$ cat src/design/kpi_pkg.sv
// ----------------------------------------------------------------------------
// Keyframe pose interpolator package
// Shared word types, control structs, default sizes and the walk keyframe
// table with its bounded lookup.
// ----------------------------------------------------------------------------
`default_nettype none

package kpi_pkg;

  // Default sizes handed to the top level parameters.
  localparam int STEPS_PER_SEGMENT_DEF = 16;
  localparam int KEYFRAME_COUNT_DEF    = 8;
  localparam int CHANNEL_COUNT_DEF     = 21;

  // Size of the fixed keyframe table.
  localparam int ROM_ROWS = 8;
  localparam int ROM_COLS = 21;

  // Request codes carried in req_type.
  localparam logic REQ_TICK  = 1'b0;
  localparam logic REQ_WRITE = 1'b1;

  // Input word.
  typedef struct packed {
    logic       req_type;
    logic [4:0] channel_sel;
    logic [7:0] write_value;
  } req_t;

  // Output word.
  typedef struct packed {
    logic [4:0] out_channel;
    logic [7:0] out_value;
    logic       last_of_pose;
    logic       walk_active;
  } rsp_t;

  // Commands from the controller to the datapath.
  typedef struct packed {
    logic start;   // clear the channel counter for a new pose
    logic load;    // compute one channel into the output register
    logic commit;  // advance the substep and keyframe counters
  } kpi_cmd_t;

  // Status from the datapath to the controller.
  typedef struct packed {
    logic out_busy;  // output register holds a word not yet taken
    logic last_ch;   // channel counter is on the final channel
  } kpi_sts_t;

  // Walk keyframes, one row per keyframe, one column per channel.
  localparam logic [7:0] KEYFRAME_ROM [ROM_ROWS][ROM_COLS] = '{
    '{8'd255, 8'd124, 8'd130, 8'd145, 8'd20, 8'd140, 8'd140, 8'd150, 8'd120, 8'd135,
      8'd124, 8'd125, 8'd140, 8'd254, 8'd110, 8'd132, 8'd120, 8'd128, 8'd125, 8'd128,
      8'd0},
    '{8'd255, 8'd134, 8'd130, 8'd145, 8'd20, 8'd140, 8'd130, 8'd150, 8'd120, 8'd135,
      8'd124, 8'd125, 8'd140, 8'd254, 8'd110, 8'd112, 8'd120, 8'd128, 8'd125, 8'd128,
      8'd0},
    '{8'd255, 8'd134, 8'd150, 8'd145, 8'd20, 8'd154, 8'd130, 8'd150, 8'd120, 8'd135,
      8'd124, 8'd135, 8'd140, 8'd254, 8'd120, 8'd118, 8'd120, 8'd128, 8'd125, 8'd128,
      8'd0},
    '{8'd255, 8'd124, 8'd150, 8'd145, 8'd20, 8'd154, 8'd170, 8'd150, 8'd120, 8'd135,
      8'd114, 8'd135, 8'd140, 8'd254, 8'd120, 8'd132, 8'd120, 8'd128, 8'd125, 8'd128,
      8'd0},
    '{8'd255, 8'd124, 8'd120, 8'd145, 8'd20, 8'd130, 8'd160, 8'd150, 8'd120, 8'd135,
      8'd114, 8'd105, 8'd140, 8'd254, 8'd130, 8'd122, 8'd120, 8'd128, 8'd125, 8'd128,
      8'd0},
    '{8'd255, 8'd134, 8'd120, 8'd145, 8'd20, 8'd130, 8'd140, 8'd150, 8'd120, 8'd135,
      8'd124, 8'd115, 8'd140, 8'd254, 8'd90, 8'd118, 8'd120, 8'd128, 8'd125, 8'd128,
      8'd0},
    '{8'd255, 8'd134, 8'd150, 8'd145, 8'd20, 8'd154, 8'd130, 8'd150, 8'd120, 8'd135,
      8'd124, 8'd135, 8'd140, 8'd254, 8'd120, 8'd118, 8'd120, 8'd128, 8'd125, 8'd128,
      8'd0},
    '{8'd255, 8'd124, 8'd130, 8'd145, 8'd20, 8'd140, 8'd140, 8'd150, 8'd120, 8'd135,
      8'd124, 8'd125, 8'd140, 8'd254, 8'd110, 8'd132, 8'd120, 8'd128, 8'd125, 8'd128,
      8'd0}
  };

  // Table lookup; any keyframe or channel outside the table reads as zero.
  function automatic logic [7:0] rom_at(input logic [6:0] kf, input logic [6:0] ch);
    logic [7:0] val;
    val = 8'd0;
    if ((kf < 7'(ROM_ROWS)) && (ch < 7'(ROM_COLS))) begin
      val = KEYFRAME_ROM[kf[2:0]][ch[4:0]];
    end
    return val;
  endfunction

endpackage

`default_nettype wire

$ cat src/design/kpi_ctrl.sv
// ----------------------------------------------------------------------------
// Keyframe pose interpolator controller
// Takes request words and sequences one pose, channel by channel, into the
// datapath's output register.
// ----------------------------------------------------------------------------
`default_nettype none

module kpi_ctrl (
  input  wire logic             clk,
  input  wire logic             rst,
  input  wire logic             in_valid,
  input  wire logic             in_tick,
  output logic                  in_ready,
  input  wire logic             out_ready,
  input  wire kpi_pkg::kpi_sts_t sts,
  output kpi_pkg::kpi_cmd_t      cmd
);
  import kpi_pkg::*;

  typedef enum logic [1:0] {
    ST_IDLE = 2'b01,
    ST_RUN  = 2'b10
  } state_t;

  state_t state;
  state_t state_next;

  // Request words are taken only between poses.
  assign in_ready = (state == ST_IDLE);

  // Command decode.
  always_comb begin
    cmd.start  = (state == ST_IDLE) && in_valid && in_tick;
    cmd.load   = (state == ST_RUN) && (!sts.out_busy || out_ready);
    cmd.commit = cmd.load && sts.last_ch;
  end

  // Next state.
  always_comb begin
    state_next = state;
    unique case (state)
      ST_IDLE: begin
        if (in_valid && in_tick) begin
          state_next = ST_RUN;
        end
      end
      ST_RUN: begin
        if (cmd.commit) begin
          state_next = ST_IDLE;
        end
      end
      default: state_next = ST_IDLE;
    endcase
  end

  always_ff @(posedge clk) begin
    if (rst) begin
      state <= ST_IDLE;
    end else begin
      state <= state_next;
    end
  end

endmodule

`default_nettype wire

$ cat config.mk
export PLATFORM = sky130hd
export DESIGN_NAME = kpi_ctrl
export DESIGN_NICKNAME = d
export VERILOG_FILES = /design/src/design/kpi_pkg.sv /design/src/design/kpi_ctrl.sv
export SDC_FILE = /design/constraint.sdc
export NUM_CORES = 1
export LEC_CHECK = 0
export BUFFER_PORTS_ARGS = -buffer_cell sky130_fd_sc_hd__buf_4
export CAP_MARGIN = 20
export CORE_AREA = 4 4 41 43
export CTS_BUF_LIST = sky130_fd_sc_hd__clkbuf_4 sky130_fd_sc_hd__clkbuf_8
export DETAILED_ROUTE_END_ITERATION = 12
export DIE_AREA = 0 0 45 47
export PLACE_DENSITY = 0.41
export SLEW_MARGIN = 20
export SYNTH_ARGS = -nofsm -noshare
export SYNTH_HDL_FRONTEND = slang
export SYNTH_SLANG_ARGS = --single-unit
$ cat constraint.sdc
create_clock -name clk -period 1.98 [get_ports clk]
set_input_delay 0.198 -clock clk [delete_from_list [all_inputs] [get_ports clk]]
set_output_delay 0.198 -clock clk [all_outputs]
set_load 0.005 [all_outputs]
==> flow_results.xml <==
<?xml version="1.0" encoding="UTF-8"?>
<metrics>
  <group name="global_routing">
    <metric name="globalRoute.totalOverflow" unit="">0</metric>
    <metric name="pin_count_of_the_biggest_net_entering_global_routing" unit="">6</metric>
    <metric name="grt_pass1_wl" unit="um">621</metric>
    <metric name="first_global_vias" unit="">140</metric>
    <metric name="antenna_found_initial" unit="">0</metric>
    <metric name="gr-usage-all-layers" unit="%">4.73</metric>
  </group>
  <group name="worst_setup_path">
    <metric name="crit_end_element" unit="">output port</metric>
    <metric name="critical_path_arrival" unit="ns">1.03</metric>
    <metric name="cp-start-kind" unit="">flip-flop</metric>
    <metric name="worstPathRequired" unit="ns">1.78</metric>
    <metric name="setup.worst_path.class" unit="">flip-flop to output port</metric>
    <metric name="ff2ff_path_depth" unit="">2</metric>
    <metric name="critical_path_peak_fanout" unit="">5</metric>
  </group>
  <group name="sta">
    <metric name="slew_violations" unit="">0</metric>
    <metric name="relSlewSlack" unit="%">89.0</metric>
    <metric name="layout_min_cycle_time" unit="ns">1.22</metric>
    <metric name="setup_viol" unit="">0</metric>
    <metric name="rsz0062_at_grt" unit="">false</metric>
    <metric name="clock_skew" unit="ns">0.000940</metric>
    <metric name="max_clock_freq" unit="MHz">817</metric>
    <metric name="finalHoldWorstSlack" unit="ns">0.181</metric>
    <metric name="timing.setup.tns" unit="ns">0</metric>
    <metric name="final-hold-violation-count" unit="">0</metric>
    <metric name="final.period_utilization" unit="%">61.8</metric>
    <metric name="transition_time_at_the_pin_with_the_least_slew_margin" unit="ns">0.165</metric>
  </group>
  <group name="clock_network">
    <metric name="ctsHtreeMaxLevel" unit="">1</metric>
    <metric name="cts_setup_buffers" unit="">0</metric>
    <metric name="cts_tree" unit="">built</metric>
    <metric name="cts.sinks" unit="">2</metric>
    <metric name="worstSkewPairLatency" unit="ns">0.22</metric>
    <metric name="hold_buffers" unit="">0</metric>
    <metric name="post_cts_resize_count" unit="">0</metric>
    <metric name="cts_root_buffer" unit="">sky130_fd_sc_hd__clkbuf_4</metric>
    <metric name="total_clock_buffers_created_by_cts" unit="">3</metric>
    <metric name="cts.path.max_buffers" unit="">2</metric>
    <metric name="path_clk_slew" unit="ns">0.03</metric>
  </group>
  <group name="layout">
    <metric name="largest_register_ffs" unit="">2</metric>
    <metric name="final_area" unit="um2">241</metric>
    <metric name="syn_to_final_growth" unit="%">93.0</metric>
    <metric name="design.final.nets" unit="">35</metric>
    <metric name="top_regs" unit="">state x2</metric>
    <metric name="nFillCells" unit="">160</metric>
    <metric name="post-route-util" unit="%">18.6</metric>
    <metric name="antenna-diode-count" unit="">0</metric>
    <metric name="final_layout_size_suffix_gt1_share" unit="%">61.5</metric>
    <metric name="largest-register" unit="">state</metric>
    <metric name="seqCellArea" unit="um2">40.0</metric>
    <metric name="multiInputGateArea" unit="um2">81.3</metric>
  </group>
  <group name="yosys">
    <metric name="synth_compound_area_share" unit="%">16.0</metric>
    <metric name="netlist.top_cell.by_area" unit="">sky130_fd_sc_hd__dfxtp_1</metric>
    <metric name="synth.top_cells.by_area" unit="">sky130_fd_sc_hd__dfxtp_1 32%, sky130_fd_sc_hd__and2b_2 21%, sky130_fd_sc_hd__o221a_1 9.0%, sky130_fd_sc_hd__and4b_1 8.0%, sky130_fd_sc_hd__o221ai_1 7.0%</metric>
    <metric name="asyncSetResetFlopFracSynth" unit="%">0</metric>
    <metric name="synth.area.mux_share" unit="%">0</metric>
    <metric name="yosys_warnings" unit="">0</metric>
    <metric name="area_share_of_the_leading_cell_type_in_the_synthesized_netlist" unit="%">32.0</metric>
    <metric name="synth.cell_area" unit="um2">125</metric>
    <metric name="synth_cells" unit="">13</metric>
    <metric name="ys_seq_elements" unit="">2</metric>
    <metric name="yosys.area_share.adder" unit="%">0</metric>
    <metric name="synth_cell_type_count" unit="">10</metric>
    <metric name="synthesis.area_per_instance" unit="um2">9.62</metric>
    <metric name="synth.net_count" unit="">20</metric>
    <metric name="yosysMostFrequentCell" unit="">sky130_fd_sc_hd__and2b_2</metric>
    <metric name="synth_edf_count" unit="">0</metric>
    <metric name="postSynth.topFlopCell" unit="">sky130_fd_sc_hd__dfxtp_1</metric>
    <metric name="synth_top_family_by_area" unit="">simple AND/OR/NAND/NOR gates</metric>
    <metric name="synth_seq_area_share" unit="%">32.0</metric>
    <metric name="parity_gate_share_of_the_synthesized_area_counting_xor_and_xnor_cells" unit="%">0</metric>
    <metric name="post_synth_and_or_nand_nor_area_fraction" unit="%">49.0</metric>
    <metric name="synth.cells.most_frequent" unit="">3 x sky130_fd_sc_hd__and2b_2, 2 x sky130_fd_sc_hd__dfxtp_1</metric>
  </group>
  <group name="placed_design">
    <metric name="estimated_wirelength_of_the_detail_placed_design" unit="um">313</metric>
    <metric name="port_buffers" unit="">10</metric>
    <metric name="globalplace.congestion" unit="">0.628</metric>
    <metric name="post_dp_cell_area" unit="um2">219</metric>
  </group>
  <group name="detailed_routing">
    <metric name="wire_length_per_cell_after_detailed_routing" unit="um">9.24</metric>
    <metric name="drt-pass1-iter-count" unit="">1</metric>
    <metric name="vias" unit="">135</metric>
    <metric name="via_per_inst" unit="">3.29</metric>
    <metric name="drt-initial-drc-count" unit="">0</metric>
    <metric name="final_antenna_net_count" unit="">0</metric>
    <metric name="drt_wl_total" unit="um">379</metric>
    <metric name="drc" unit="">0</metric>
  </group>
  <group name="worst_hold_path">
    <metric name="hold_path.class" unit="">input pin to flip-flop</metric>
    <metric name="holdPathStages" unit="">3</metric>
  </group>
  <group name="power_and_ir_drop">
    <metric name="power_density" unit="mW/mm2">654</metric>
    <metric name="seq_power_share" unit="%">28.0</metric>
    <metric name="ir_worst_vdd" unit="mV">0.215</metric>
    <metric name="p_clk_share" unit="%">56.6</metric>
    <metric name="sw_power" unit="mW">0.0315</metric>
    <metric name="netSwitchingFraction" unit="%">19.9</metric>
    <metric name="total_leakage_power" unit="nW">0.114</metric>
    <metric name="p_total" unit="mW">0.158</metric>
    <metric name="combinational_share_of_power" unit="%">15.4</metric>
    <metric name="power.internal" unit="mW">0.126</metric>
  </group>
  <group name="die">
    <metric name="die_width" unit="um">45</metric>
    <metric name="std_cell_rows" unit="">13</metric>
    <metric name="core" unit="mm2">0.00130</metric>
    <metric name="die_height" unit="um">47</metric>
    <metric name="die_area" unit="mm2">0.00212</metric>
    <metric name="initial_utilization" unit="%">9.62</metric>
    <metric name="io-pin-count" unit="">11</metric>
  </group>
  <group name="run_status">
    <metric name="status" unit="">finished clean</metric>
  </group>
  <group name="run">
    <metric name="timing.max_cap.violations" unit="">0</metric>
  </group>
</metrics>
[stage by stage]
step / instances / setup WS (ns)
floorplan: 13 / 1.07
global placement: 38 / 0.914
detailed placement: 38 / 0.925
CTS: 41 / 0.734
global route: 41 / 0.658
finish: 41 / 0.756
[worst max-delay path: stages (launching register included)]
cell and delay, ns:
sky130_fd_sc_hd__dfxtp_1 0.32, sky130_fd_sc_hd__nand2b_1 0.16, sky130_fd_sc_hd__nor3b_1 0.18, sky130_fd_sc_hd__buf_4 0.14
[power by group through the flow]
stage	Sequential, mW	Combinational, mW	Clock, mW
floorplan	0.0443	0.00965	0
global placement	0.0448	0.0241	0
detailed placement	0.0448	0.0247	0
CTS	0.0443	0.0247	0.0965
global route	0.0448	0.0265	0.101
finish	0.0443	0.0243	0.0895
[cells by family (layout without fill, tap and decap cells)]
family          Yosys count  after routing
simple gates              8              8
compound gates            2              2
flops                     2              2
buf+inv                   1             14
[worst paths after layout]
path / slack, ns / from / endpoint
setup / recovery: 0.76 / state[0] / cmd[0]
hold / removal: 0.18 / rst / state[0]
setup reg to reg: 1.03 / state[1] / state[1]
hold reg to reg: 0.66 / state[0] / state[0]
[cells in the final DEF (no fill, tap or decap), drive strengths merged]
cell    instances
or2b            1
inv             1
clkbuf          3
and4b           1
nor3b           1
nand2b          1
dfxtp           2
and2b           3
o221ai          1
buf            10
o221a           1
nor2            1
[area by class of cell]
class / count / area share [%]
Multi-Input combinational cell: 10 / 33.7
Timing Repair Buffer: 10 / 31.1
Sequential cell: 2 / 16.6
Clock buffer: 3 / 9.33
Tap cell: 15 / 7.77
Inverter: 1 / 1.55
[routing by layer]
layer	track usage [%]	vias up	wire [um]
li1	-	75	-
met1	6.09	51	202
met2	4.24	9	110
met3	4.60	0	66
met4	3.51	0	0
met5	0	-	0
Note: power is estimated with default switching activity, not from simulation.
