`config.mk`:
```
export PLATFORM = sky130hd
export DESIGN_NAME = kpi_datapath_flat
export DESIGN_NICKNAME = d
export VERILOG_FILES = /design/src/design/kpi_pkg.sv /design/src/design/kpi_stream_if.sv /design/src/design/kpi_datapath.sv /design/src/flat_wrapper.sv
export SDC_FILE = /design/constraint.sdc
export NUM_CORES = 1
export LEC_CHECK = 0
export BUFFER_PORTS_ARGS = -buffer_cell sky130_fd_sc_hd__buf_4
export CORE_MARGIN = 2
export CORE_UTILIZATION = 58
export CTS_CLUSTER_DIAMETER = 60
export CTS_CLUSTER_SIZE = 40
export DETAILED_ROUTE_END_ITERATION = 8
export GPL_TIMING_DRIVEN = 0
export PLACE_DENSITY = 0.87
export SLEW_MARGIN = 10
export SYNTH_ARGS = -nofsm -noshare
export SYNTH_HDL_FRONTEND = slang
export SYNTH_SLANG_ARGS = --single-unit
```
`constraint.sdc`:
```
create_clock -name clk -period 4.6 [get_ports clk]
set_input_delay 0.69 -clock clk [delete_from_list [all_inputs] [get_ports clk]]
set_output_delay 0.69 -clock clk [all_outputs]
set_load 0.02 [all_outputs]
```
`src/design/kpi_pkg.sv`:
```
// ----------------------------------------------------------------------------
// Keyframe pose interpolator package
// Shared word types, control structs, default sizes and the walk keyframe
// table with its bounded lookup.
// ----------------------------------------------------------------------------
`default_nettype none

package kpi_pkg;

  // Default sizes handed to the top level parameters.
  localparam int STEPS_PER_SEGMENT_DEF = 16;
  localparam int KEYFRAME_COUNT_DEF    = 8;
  localparam int CHANNEL_COUNT_DEF     = 21;

  // Size of the fixed keyframe table.
  localparam int ROM_ROWS = 8;
  localparam int ROM_COLS = 21;

  // Request codes carried in req_type.
  localparam logic REQ_TICK  = 1'b0;
  localparam logic REQ_WRITE = 1'b1;

  // Input word.
  typedef struct packed {
    logic       req_type;
    logic [4:0] channel_sel;
    logic [7:0] write_value;
  } req_t;

  // Output word.
  typedef struct packed {
    logic [4:0] out_channel;
    logic [7:0] out_value;
    logic       last_of_pose;
    logic       walk_active;
  } rsp_t;

  // Commands from the controller to the datapath.
  typedef struct packed {
    logic start;   // clear the channel counter for a new pose
    logic load;    // compute one channel into the output register
    logic commit;  // advance the substep and keyframe counters
  } kpi_cmd_t;

  // Status from the datapath to the controller.
  typedef struct packed {
    logic out_busy;  // output register holds a word not yet taken
    logic last_ch;   // channel counter is on the final channel
  } kpi_sts_t;

  // Walk keyframes, one row per keyframe, one column per channel.
  localparam logic [7:0] KEYFRAME_ROM [ROM_ROWS][ROM_COLS] = '{
    '{8'd255, 8'd124, 8'd130, 8'd145, 8'd20, 8'd140, 8'd140, 8'd150, 8'd120, 8'd135,
      8'd124, 8'd125, 8'd140, 8'd254, 8'd110, 8'd132, 8'd120, 8'd128, 8'd125, 8'd128,
      8'd0},
    '{8'd255, 8'd134, 8'd130, 8'd145, 8'd20, 8'd140, 8'd130, 8'd150, 8'd120, 8'd135,
      8'd124, 8'd125, 8'd140, 8'd254, 8'd110, 8'd112, 8'd120, 8'd128, 8'd125, 8'd128,
      8'd0},
    '{8'd255, 8'd134, 8'd150, 8'd145, 8'd20, 8'd154, 8'd130, 8'd150, 8'd120, 8'd135,
      8'd124, 8'd135, 8'd140, 8'd254, 8'd120, 8'd118, 8'd120, 8'd128, 8'd125, 8'd128,
      8'd0},
    '{8'd255, 8'd124, 8'd150, 8'd145, 8'd20, 8'd154, 8'd170, 8'd150, 8'd120, 8'd135,
      8'd114, 8'd135, 8'd140, 8'd254, 8'd120, 8'd132, 8'd120, 8'd128, 8'd125, 8'd128,
      8'd0},
    '{8'd255, 8'd124, 8'd120, 8'd145, 8'd20, 8'd130, 8'd160, 8'd150, 8'd120, 8'd135,
      8'd114, 8'd105, 8'd140, 8'd254, 8'd130, 8'd122, 8'd120, 8'd128, 8'd125, 8'd128,
      8'd0},
    '{8'd255, 8'd134, 8'd120, 8'd145, 8'd20, 8'd130, 8'd140, 8'd150, 8'd120, 8'd135,
      8'd124, 8'd115, 8'd140, 8'd254, 8'd90, 8'd118, 8'd120, 8'd128, 8'd125, 8'd128,
      8'd0},
    '{8'd255, 8'd134, 8'd150, 8'd145, 8'd20, 8'd154, 8'd130, 8'd150, 8'd120, 8'd135,
      8'd124, 8'd135, 8'd140, 8'd254, 8'd120, 8'd118, 8'd120, 8'd128, 8'd125, 8'd128,
      8'd0},
    '{8'd255, 8'd124, 8'd130, 8'd145, 8'd20, 8'd140, 8'd140, 8'd150, 8'd120, 8'd135,
      8'd124, 8'd125, 8'd140, 8'd254, 8'd110, 8'd132, 8'd120, 8'd128, 8'd125, 8'd128,
      8'd0}
  };

  // Table lookup; any keyframe or channel outside the table reads as zero.
  function automatic logic [7:0] rom_at(input logic [6:0] kf, input logic [6:0] ch);
    logic [7:0] val;
    val = 8'd0;
    if ((kf < 7'(ROM_ROWS)) && (ch < 7'(ROM_COLS))) begin
      val = KEYFRAME_ROM[kf[2:0]][ch[4:0]];
    end
    return val;
  endfunction

endpackage

`default_nettype wire

```
`src/design/kpi_stream_if.sv`:
```
// ----------------------------------------------------------------------------
// Keyframe pose interpolator stream interface
// Valid/ready channel that carries one word of type T per handshake.
// ----------------------------------------------------------------------------
`default_nettype none

interface kpi_stream_if #(
  parameter type T = logic
);
  logic valid;
  logic ready;
  T     payload;

  modport source (output valid, output payload, input ready);
  modport sink   (input valid, input payload, output ready);
endinterface

`default_nettype wire

```
`src/design/kpi_datapath.sv`:
```
// ----------------------------------------------------------------------------
// Keyframe pose interpolator datapath
// Walk counters, one-channel interpolation unit and the output register.
// ----------------------------------------------------------------------------
`default_nettype none

module kpi_datapath #(
  parameter int STEPS_PER_SEGMENT = kpi_pkg::STEPS_PER_SEGMENT_DEF,
  parameter int KEYFRAME_COUNT    = kpi_pkg::KEYFRAME_COUNT_DEF,
  parameter int CHANNEL_COUNT     = kpi_pkg::CHANNEL_COUNT_DEF
) (
  input  wire logic              clk,
  input  wire logic              rst,
  input  wire kpi_pkg::kpi_cmd_t cmd,
  output kpi_pkg::kpi_sts_t      sts,
  kpi_stream_if.source           rsp
);
  import kpi_pkg::*;

  localparam int SS_W   = $clog2(STEPS_PER_SEGMENT);
  localparam int KF_W   = $clog2(KEYFRAME_COUNT);
  localparam int CH_W   = (CHANNEL_COUNT > 1) ? $clog2(CHANNEL_COUNT) : 1;
  localparam int PROD_W = SS_W + 10;

  logic [SS_W-1:0] substep_index;
  logic [KF_W-1:0] keyframe_index;
  logic            hold_final;
  logic [CH_W-1:0] ch;

  logic [SS_W-1:0] ss_next;
  logic [KF_W-1:0] kf_next;
  logic            hold_next;
  logic            active_next;

  logic [6:0]          ch_idx;
  logic [6:0]          kf_idx;
  logic [6:0]          kf_to_idx;
  logic [7:0]          base;
  logic [7:0]          target;
  logic signed [8:0]   diff;
  logic signed [PROD_W-1:0] prod;
  logic signed [PROD_W-1:0] scaled;
  logic [7:0]          value;

  logic valid;
  rsp_t word;

  // Walk state after this tick; the final keyframe is held once at its last
  // substep, then the walk starts over.
  always_comb begin
    ss_next   = substep_index + SS_W'(1);
    kf_next   = keyframe_index;
    hold_next = hold_final;
    if (substep_index == SS_W'(STEPS_PER_SEGMENT - 1)) begin
      ss_next = '0;
      if (keyframe_index == KF_W'(KEYFRAME_COUNT - 1)) begin
        kf_next = '0;
      end else begin
        kf_next = keyframe_index + KF_W'(1);
      end
      if (kf_next == KF_W'(KEYFRAME_COUNT - 1)) begin
        ss_next   = SS_W'(STEPS_PER_SEGMENT - 1);
        hold_next = 1'b1;
      end else begin
        hold_next = 1'b0;
      end
    end
    active_next = ((ss_next != '0) && (ss_next != SS_W'(STEPS_PER_SEGMENT - 1))) ||
                  (kf_next != '0);
  end

  // One channel: base + floor(substep * diff / steps), the floor being an
  // arithmetic shift since the step count is a power of two.
  always_comb begin
    ch_idx    = 7'(ch);
    kf_idx    = 7'(keyframe_index);
    kf_to_idx = hold_final ? kf_idx : (kf_idx + 7'd1);
    base      = rom_at(kf_idx, ch_idx);
    target    = rom_at(kf_to_idx, ch_idx);
    diff      = $signed({1'b0, target}) - $signed({1'b0, base});
    prod      = PROD_W'($signed({1'b0, substep_index}) * diff);
    scaled    = prod >>> SS_W;
    value     = base + scaled[7:0];
  end

  assign sts.out_busy = valid;
  assign sts.last_ch  = (ch == CH_W'(CHANNEL_COUNT - 1));

  // Walk counters advance once the last channel of a pose is loaded.
  always_ff @(posedge clk) begin
    if (rst) begin
      substep_index  <= '0;
      keyframe_index <= '0;
      hold_final     <= 1'b0;
    end else if (cmd.commit) begin
      substep_index  <= ss_next;
      keyframe_index <= kf_next;
      hold_final     <= hold_next;
    end
  end

  // Channel counter.
  always_ff @(posedge clk) begin
    if (rst) begin
      ch <= '0;
    end else if (cmd.start) begin
      ch <= '0;
    end else if (cmd.load && !sts.last_ch) begin
      ch <= ch + CH_W'(1);
    end
  end

  // Output register.
  always_ff @(posedge clk) begin
    if (rst) begin
      valid <= 1'b0;
    end else if (cmd.load) begin
      valid <= 1'b1;
    end else if (rsp.ready) begin
      valid <= 1'b0;
    end
  end

  always_ff @(posedge clk) begin
    if (cmd.load) begin
      word.out_channel  <= ch_idx[4:0];
      word.out_value    <= value;
      word.last_of_pose <= sts.last_ch;
      word.walk_active  <= active_next;
    end
  end

  assign rsp.valid   = valid;
  assign rsp.payload = word;

endmodule

`default_nettype wire

```
`src/flat_wrapper.sv`:
```
// flat-port wrapper written by rule: the top's interface ports become plain ports
module kpi_datapath_flat import kpi_pkg::*;
#(
  parameter int STEPS_PER_SEGMENT = kpi_pkg::STEPS_PER_SEGMENT_DEF,
  parameter int KEYFRAME_COUNT    = kpi_pkg::KEYFRAME_COUNT_DEF,
  parameter int CHANNEL_COUNT     = kpi_pkg::CHANNEL_COUNT_DEF
)
  (clk, rst, cmd, sts, rsp_valid, rsp_payload, rsp_ready);
  kpi_stream_if rsp_i ();
  input  wire logic clk;
  input  wire logic rst;
  input  wire kpi_pkg::kpi_cmd_t cmd;
  output kpi_pkg::kpi_sts_t sts;
  output wire logic [$bits(rsp_i.valid)-1:0] rsp_valid;
  output wire logic [$bits(rsp_i.payload)-1:0] rsp_payload;
  input wire logic [$bits(rsp_i.ready)-1:0] rsp_ready;
  assign rsp_valid = rsp_i.valid;
  assign rsp_payload = rsp_i.payload;
  assign rsp_i.ready = rsp_ready;
  kpi_datapath #(.STEPS_PER_SEGMENT(STEPS_PER_SEGMENT), .KEYFRAME_COUNT(KEYFRAME_COUNT), .CHANNEL_COUNT(CHANNEL_COUNT)) u_core (.clk(clk), .rst(rst), .cmd(cmd), .sts(sts), .rsp(rsp_i));
endmodule
```
==> flow_summary.ini <==
[timing]
setup_tns_ns = 0
period_needed_ns = 1.96
hold_violations = 0
worstMarginPinSlew_ns = 0.404
period_share_pct = 42.7
rsz0062_at_grt = false
final-setup-viol-count = 0
fin_ws_ns = 2.64
fin_skew_ns = 0.00815
drv_slew = 0
max_freq_ghz = 0.510
max_slew_margin_pct = 73.1

[floorplanning]
io_pins = 10
coreArea_um2 = 1270
rows = 13
die_y_um = 40.2
die_w_um = 40.2
die_area_um2 = 1610
start_util_pct = 59.9

[clocking]
cts_max_level = 1
cts_tree = built
clkSinkCount = 14
cts_resized = 0
numCtsBuffers = 3
cts_setup_buffers = 0
clkTransAtPathRegs_ns = 0.07
cts-root-buf = clkbuf_4
clock_path_buffers = 2
hold_buffers = 0
clock_latency_ns = 0.27

[cells_and_area]
final_layout_size_suffix_gt1_share_pct = 18.2
diodes = 0
fillers = 105
layout.nets = 112
stdcell_area_um2 = 865
syn_to_final_growth_pct = 13.8
fin_util_pct = 68.1
fin_cells = 114
regArea_um2 = 290
multi_input_area_um2 = 420

[drt]
via_per_inst = 5.57
drc_errors = 0
first_pass_iters = 4
wire_per_inst_um = 11.2
drt-initial-drc-count = 8
vias = 635
finalWirelength_mm = 1.28
ant_nets = 0

[critical_path]
end_kind = output pin
worstPathRequired_ns = 3.91
crit_chain = inv_1 -> ha_1 -> nand4b_1 -> inv_1 -> buf_4
worstPathMaxFanout = 5
cpPeakStageDelay_ns = 0.35
cp_slowest_cell = dfxtp_1
critPathArrivalTime_ns = 1.27
startpoint_type = flop
cp_common_cell = inv_1
path_class = flop to output pin

[synth]
yosysTopAreaCellShare_pct = 34.3
yosysMostFrequentCell = dfxtp_1
syn_inst = 87
synthArstFlopShare_pct = 0
synthTopCellsByArea = dfxtp_1 34%, ha_1 9.9%, nor2_1 4.9%, a21oi_1 4.6%, nand3_1 4.0%
synth_nets = 99
ys_ff_latch = 14
yosysTopAreaCell = dfxtp_1
netlist_area_um2 = 759
synthTopCellsByCount = 13 x dfxtp_1, 10 x nor2_1, 7 x a21oi_1, 7 x nand2_1
synthDistinctLibCells = 32
syn_avg_cell_area_um2 = 8.73
ys_warn_count = 0
seq_area_frac_synth_pct = 38.2
ys.flop_type = dfxtp_1
synth_edf_count = 1

[placement]
place_ws_ns = 2.93
port_buffers = 8
gp_congestion = 0.783
post_dp_cell_area_um2 = 838
placed_cells = 110
place_hpwl_um = 984

[global_route]
grt_start_max_net_pins = 11
antenna_found_initial = 0
grt_pass1_wl_mm = 2.08
grt.total_usage_pct = 19.4
grt_overflow = 0
grt_pass1_vias = 510

[pwr]
ir_worst_vdd_uv = 189
p_seq_share_pct = 57.7
power.switching_uw = 54.4
intPower_uw = 173
swShare_pct = 23.9
power.leakage_uw = 0.000364
p_clk_share_pct = 30.5
comb_power_share_pct = 11.8
p_per_area_nw_per_um2 = 263

[flow_run]
max-cap-violations = 0

[outcome]
status = complete, no violations

[worst_hold_path]
hold_class = flop to flop
[layer usage]
metal / up-vias / GRT usage, % / routed length [um]
met3: 2 / 5.00 / 57
met4: 0 / 7.50 / 10
met5: - / 0 / 0
met2: 14 / 30.6 / 621
met1: 283 / 25.3 / 590
li1: 336 / - / -
[state kept, by name, summed over array words and instances, names as in the netlist]
signal / cells
u_core.ch: 5
u_core.keyframe_index: 3
u_core.substep_index: 4
u_core.rsp.payload: 1
u_core.rsp.valid: 1
[power groups by stage]
stage          logic [uW]  registers [uW]  clock network [uW]
6_report             26.9             131                69.4
3_5_place_dp         27.0             134                   0
2_1_floorplan        16.6             134                   0
4_1_cts              27.3             131                72.9
3_3_place_gp         26.3             134                   0
5_1_grt              30.5             132                78.3
[per-stage QoR]
step / hold WS [ns] / power, uW
finish: 0.490 / 227
global route: 0.513 / 241
CTS: 0.488 / 231
detailed placement: 0.477 / 161
global placement: 0.468 / 160
floorplan: 0.454 / 151
[cell families after synthesis]
kind of cell	Yosys count	synth area share, %
adders and majority gates	6	9.88
DFF	14	38.2
and+or+nand+nor	36	26.2
buffers and inverters	10	6.43
xor gates and xnor gates	4	4.61
AOI/OAI and AO/OA	17	14.7
[final cells by class]
class                   count  share of cell area, %
clock buffers               4                   3.04
plain buffers               4                   3.04
inverters                   6                   2.60
flip-flops and latches     14                   33.6
multi-input cells          63                   48.6
repair buffers              8                   6.95
well taps                  15                   2.17
[placed cells by master (no fill, tap or decap), types with 2 or more instances in the layout]
cell,count
a21oi_1,7
a311oi_1,3
and3_1,2
buf_4,9
clkbuf_1,3
clkbuf_4,3
dfxtp_1,13
ha_1,6
inv_1,6
nand2_1,7
nand3_1,6
nor2_1,10
o21ai_0,2
xor2_1,3
[critical path: cells and delay by family (launching register included)]
kind / cells / cell delay [ns]
adders and majority gates: 1 / 0.19
buffers and inverters: 3 / 0.28
and+or+nand+nor: 1 / 0.18
DFF: 1 / 0.35
[final timing paths]
kind                              end  slack [ns]                startpoint  cells after the start
min          u_core.keyframe_index[2]        0.49  u_core.keyframe_index[2]                      2
max reg2reg        u_core.rsp.payload        2.95   u_core.substep_index[0]                      5
min reg2reg  u_core.keyframe_index[2]        0.49  u_core.keyframe_index[2]                      2
max                            sts[0]        2.64              u_core.ch[0]                      5
No activity file was read; power rests on OpenSTA's default activity.
